## config.mk

```make
export PLATFORM = sky130hd
export DESIGN_NAME = mktbp_ctrl
export DESIGN_NICKNAME = d
export VERILOG_FILES = /design/src/rtl/mktbp_pkg.sv /design/src/rtl/mktbp_ctrl.sv
export SDC_FILE = /design/constraint.sdc
export NUM_CORES = 1
export LEC_CHECK = 0
export ABC_AREA = 0
export ABC_CLOCK_PERIOD_IN_PS = 1000
export BUFFER_PORTS_ARGS = -buffer_cell sky130_fd_sc_hd__buf_2
export CAP_MARGIN = 20
export CORE_AREA = 2 2 39 41
export DETAILED_ROUTE_END_ITERATION = 6
export DIE_AREA = 0 0 41 43
export HOLD_SLACK_MARGIN = 0.08
export RECOVER_POWER = 100
export SYNTH_ARGS = -nofsm -noshare
export SYNTH_HDL_FRONTEND = slang
export SYNTH_SLANG_ARGS = --single-unit
```

## constraint.sdc

```tcl
create_clock -name clk -period 1 [get_ports clk]
set_clock_uncertainty 0.05 [all_clocks]
set_input_delay 0.05 -clock clk [delete_from_list [all_inputs] [get_ports clk]]
set_output_delay 0.05 -clock clk [all_outputs]
set_load 0.005 [all_outputs]
```

## src/rtl/mktbp_pkg.sv

```systemverilog
// Shared types and constants of the MAC-keyed token bucket policer.
package mktbp_pkg;

	localparam int MAC_W    = 48;
	localparam int TIME_W   = 32;
	localparam int LEN_W    = 16;
	localparam int RATE_W   = 32;
	localparam int TOKEN_W  = 40;
	localparam int SHIFT_W  = 5;
	localparam int SLOTID_W = 4;
	localparam int ADD_W    = RATE_W + TIME_W;
	localparam int SUM_W    = ADD_W + 1;
	localparam int BITS_W   = LEN_W + 3 + 31;

	localparam logic KIND_PACKET = 1'b0;
	localparam logic KIND_LOAD   = 1'b1;

	typedef struct packed {
		logic                kind;
		logic [TIME_W-1:0]   time_ms;
		logic [MAC_W-1:0]    src_mac;
		logic [MAC_W-1:0]    dst_mac;
		logic [LEN_W-1:0]    length_bytes;
		logic [SLOTID_W-1:0] entry_index;
		logic [MAC_W-1:0]    entry_mac;
		logic [RATE_W-1:0]   entry_rate;
		logic [TOKEN_W-1:0]  entry_cap;
		logic [SHIFT_W-1:0]  entry_shift;
		logic                entry_enable;
	} req_t;

	typedef struct packed {
		logic                forward;
		logic                matched;
		logic [SLOTID_W-1:0] drop_slot;
	} rsp_t;

	typedef struct packed {
		logic [MAC_W-1:0]   mac;
		logic [RATE_W-1:0]  rate;
		logic [TOKEN_W-1:0] cap;
		logic [SHIFT_W-1:0] shift;
		logic [TOKEN_W-1:0] bkt_from;
		logic [TOKEN_W-1:0] bkt_to;
		logic [TIME_W-1:0]  last;
	} slot_t;

	typedef struct packed {
		logic capture;
		logic load_wr;
		logic mul_en;
		logic refill_en;
		logic charge_en;
		logic next;
		logic finish;
	} ctl_cmd_t;

	typedef struct packed {
		logic is_load;
		logic walk_end;
		logic slot_valid;
		logic slot_hit;
		logic charge_ok;
		logic out_busy;
	} ctl_stat_t;

endpackage

```

## src/rtl/mktbp_ctrl.sv

```systemverilog
// Controller state machine sequencing loads and the slot walk.
module mktbp_ctrl (
	input  logic                  clk,
	input  logic                  arst_n,
	input  logic                  req_valid,
	output logic                  req_ready,
	input  mktbp_pkg::ctl_stat_t  stat,
	output mktbp_pkg::ctl_cmd_t   cmd
);
	import mktbp_pkg::*;

	localparam logic [2:0] ST_IDLE     = 3'd0;
	localparam logic [2:0] ST_DISPATCH = 3'd1;
	localparam logic [2:0] ST_READ     = 3'd2;
	localparam logic [2:0] ST_MATCH    = 3'd3;
	localparam logic [2:0] ST_REFILL   = 3'd4;
	localparam logic [2:0] ST_CHARGE   = 3'd5;
	localparam logic [2:0] ST_FINISH   = 3'd6;

	logic [2:0] state_q;
	logic [2:0] state_d;

	assign req_ready = (state_q == ST_IDLE);

	always_comb begin
		state_d = state_q;
		cmd     = '0;
		case (state_q)
			ST_IDLE: begin
				if (req_valid) begin
					cmd.capture = 1'b1;
					state_d     = ST_DISPATCH;
				end
			end
			ST_DISPATCH: begin
				if (stat.is_load) begin
					cmd.load_wr = 1'b1;
					state_d     = ST_FINISH;
				end else begin
					state_d = ST_READ;
				end
			end
			ST_READ: begin
				if (stat.walk_end) begin
					state_d = ST_FINISH;
				end else if (!stat.slot_valid) begin
					cmd.next = 1'b1;
				end else begin
					state_d = ST_MATCH;
				end
			end
			ST_MATCH: begin
				if (stat.slot_hit) begin
					cmd.mul_en = 1'b1;
					state_d    = ST_REFILL;
				end else begin
					cmd.next = 1'b1;
					state_d  = ST_READ;
				end
			end
			ST_REFILL: begin
				cmd.refill_en = 1'b1;
				state_d       = ST_CHARGE;
			end
			ST_CHARGE: begin
				cmd.charge_en = 1'b1;
				if (stat.charge_ok) begin
					cmd.next = 1'b1;
					state_d  = ST_READ;
				end else begin
					state_d = ST_FINISH;
				end
			end
			ST_FINISH: begin
				if (!stat.out_busy) begin
					cmd.finish = 1'b1;
					state_d    = ST_IDLE;
				end
			end
			default: begin
				state_d = ST_IDLE;
			end
		endcase
	end

	always_ff @(posedge clk or negedge arst_n) begin
		if (!arst_n) begin
			state_q <= ST_IDLE;
		end else begin
			state_q <= state_d;
		end
	end
endmodule

```

==> key figures <==
Setup path
  – CP required: 0.90 ns
  – Worst Path Buf+Inv: 2
  – RR Startpoint: state_q[1]$_DFFE_PN0P_
  – Reg2Reg Setup Slack: -0.17 ns
  – R2R Path End: state_q[0]$_DFFE_PN0P_
  – Crit. End Element: output port
  – Max incr delay on CP: 0.46 ns
  – Classification of the worst setup path: reg -> out
  – Crit-path cells: buf_4 > and4bb_1 > buf_2
  – CP max FO: 6
  – Reg2reg path depth: 3
  – CP Launch Type: flop
  – Delay-heaviest family, CP: flip-flops
  – Slowest stage cell, crit path: dfrtp_2
  – Crit path arrival time: 1.16 ns

Clock tree
  – Clock-pin slew on the worst setup and hold paths: 0.04 ns
  – CTS H-tree depth: 1
  – Clock latency on the worst-skew pair: 0.23 ns
  – Clk buf depth: 2
  – Clk root buf: clkbuf_4
  – TritonCTS Buffers: 3
  – Clock sinks: 3
  – TritonCTS clock tree: done

Synth
  – Cell taking the most area after synthesis: dfrtp_1
  – Post-synthesis sequential area ratio: 26.91%
  – YS warnings: 0
  – Post-Synthesis Cells: 32
  – Synthesized Nets: 41
  – Post-synth cell types: 24
  – Synthesized area per cell: about 8.7 sq um
  – Post-synth top area share: a little over a quarter
  – Mapped cell area: 279.0 sq um
  – Most area-consuming cells after synthesis: dfrtp_1 (27%), and3b_1 (6.3%), o21a_1 (5.4%), nor2b_4 (4.9%), and4bb_1 (4.5%)
  – Register bit total from synthesis: 3

Pwr
  – Switching Share: 38.05%
  – Static leakage: 0.0002659 uW
  – Peak supply drop: about 1.4 mV
  – Clock share of power: 14.1%
  – Power density cells: about 2800 nW/um^2
  – Total power: 1563 uW
  – Internal power: slightly below 1000 uW
  – Flop pwr share: 21.9%
  – Sw Pwr: slightly below 600 uW
  – Combinational power share: 64.0%

Routing
  – Drt drc: 0
  – Drt wl/cell: ~11 um
  – Post-DR vias/cell: 4.413
  – Vias post-DR: between 300 and 400
  – First-pass DRT Iterations: 2
  – Antenna Nets Post-Route: 0
  – Post-detailed-routing wire length: 857 um
  – 1st-iter DRT viols: 1

Timing
  – Slew @ Worst Pin: approximately 0.24 ns
  – Unrepaired setup endpoints after global routing: true
  – # setup viols final: 11
  – PnR worst setup slack: -0.2579 ns
  – Max-slew violation count: 0
  – Minimum clock period: about 1.3 ns
  – Final hold violations: 0
  – Part of the cycle the worst path needs: 125.8%
  – F_max: 795.0 MHz
  – Max_slew headroom: 83.85%

Global routing
  – Overflow after GRT: 0
  – First-pass GRT wire length: 1.283 mm
  – GRT Total Usage: around 11%
  – Initial antenna violation count: 0
  – Largest net degree at the start of global routing: 14
  – Vias in the first global route: 313

Run status
  – Status: complete, but fails checks
  – Failing checks: negative setup slack

Finish
  – FILL cells: 153
  – Layout Nets: 74
  – Diodes inserted: 0
  – Final Cell Area: roughly 560 sq um
  – Post-route insts no fill: 80
  – Reg with most FFs: state_q
  – Max FFs per register: 3
  – Synth-to-Final Area Change: 100.9%
  – Layout cells sized above 1: 62.50%
  – Biggest regs: state_q x3

Hold path
  – Worst Min Path Start: stat[4]
  – WHS Path Cells: 4
  – Tightest Hold Check Type: in -> reg
  – WHS Endpoint: state_q[0]$_DFFE_PN0P_

Place
  – GPL Wtd Cong: 0.6605
  – DP HPWL: 502.5 um
  – # port buffers: 16
  – Placed cell area: 385.4 sq um
  – Post-Place Cells: 65

Floorplanning
  – Die ar.: 1763 sq um
  – Core Region: ~1400 sq um
  – DIE HEIGHT: 43 um
  – Chip width: 41 um
  – Initial Utilization: between 20% and 30%
  – Io pins: 17
  – FP Rows: 14

Job
  – Maxcap violations: 0
-- cells in the mapped netlist --
cell type  count
buf_4          1
nor3_2         1
o311ai_1       1
nand2_1        2
nor3_1         2
o21a_1         2
nand4b_1       1
buf_6          1
nand3b_1       1
a31oi_1        1
and3b_1        2
inv_1          1
o221ai_1       1
nand2b_1       1
buf_2          1
nor2b_4        1
nor2_1         2
and2_1         1
nor3b_1        1
and4bb_1       1
dfrtp_1        3
a211oi_1       1
o21ai_1        1
a21oi_1        2
-- stage by stage --
stage | worst slack, ns | hold slack, ns | TNS, ns | utilization, %
2_1_floorplan | 0.0005192 | -0.2956 | 0 | -
3_3_place_gp | -0.1699 | -0.1993 | -0.9187 | 27.85
3_5_place_dp | -0.1656 | -0.2005 | -0.9623 | 27.85
4_1_cts | -0.2694 | 0.07251 | -2.204 | 35.99
5_1_grt | -0.3201 | 0.1264 | -2.940 | 40.51
6_report | -0.2579 | 0.1108 | -2.188 | 40.51
-- placed cells by master (no fill, tap or decap), types with 2 or more instances in the layout --
cell           instances
buf_2                 15
nand2_1                2
buf_6                  4
dfrtp_2                3
o21a_1                 2
clkbuf_4               3
clkbuf_1               2
and3b_1                2
buf_4                  6
dlygate4sd3_1          4
-- power groups by stage --
| stage | clock [uW] | combinational [uW] | sequential [uW] |
|---|---|---|---|
| final | 220 | 1000 | 342 |
| after global routing | 249 | 1100 | 357 |
| after CTS | 228 | 768 | 344 |
| after detailed placement | 0 | 568 | 366 |
| after global placement | 0 | 559 | 364 |
| after floorplan | 0 | 483 | 251 |
-- routing by layer --
layer	vias up	GRT usage (%)	part of all wire (%)
met4	0	4.000	0
li1	181	-	-
met1	163	13.83	41
met2	9	15.63	54
met3	0	4.712	4.6
met5	-	0	0
-- worst min-delay path: cells and delay by family --
kind / cells / cell delay, ns
buffers and inverters: 1 / 0.12
AOI/OAI and AO/OA: 1 / 0.07
and+or+nand+nor: 2 / 0.13
-- worst max-delay path by stage --
stage / from / to / slack [ns] / cells after the start
floorplan: state_q[2]$_DFFE_PN0P_ / state_q[2]$_DFFE_PN0P_ / 0.0005 / 4
global placement: state_q[0]$_DFFE_PN0P_ / cmd[1] / -0.17 / 4
detailed placement: state_q[0]$_DFFE_PN0P_ / cmd[1] / -0.17 / 4
CTS: state_q[0]$_DFFE_PN0P_ / cmd[1] / -0.27 / 4
global route: state_q[0]$_DFFE_PN0P_ / cmd[0] / -0.32 / 3
finish: state_q[0]$_DFFE_PN0P_ / cmd[5] / -0.26 / 3
-- cells by family (layout without fill, tap and decap cells) --
family                 count (synthesis)  in the layout  share of synthesized area [%]
buffers and inverters                  4             36                          9.863
and+or+nand+nor                       16             16                          41.26
DFF                                    3              3                          26.91
AOI/OAI and AO/OA                      9              9                          21.97
-- cell type report --
class | instances | area, sq um | area share, %
repair buffers | 31 | 214.0 | 38.17
inverters | 1 | 3.754 | 0.6696
clock buffers | 4 | 26.28 | 4.687
well taps | 16 | 20.02 | 3.571
multi-input cells | 25 | 217.7 | 38.84
flip-flops and latches | 3 | 78.83 | 14.06
-- what timing repair did --
item,CTS,global route
setup buffers,4,3
hold buffers,4,0
endpoints found under the hold margin,4,0
setup endpoints to repair,11,11
gates resized for setup,8,9
pin swaps,1,2
Note: power is estimated with default switching activity, not from simulation.
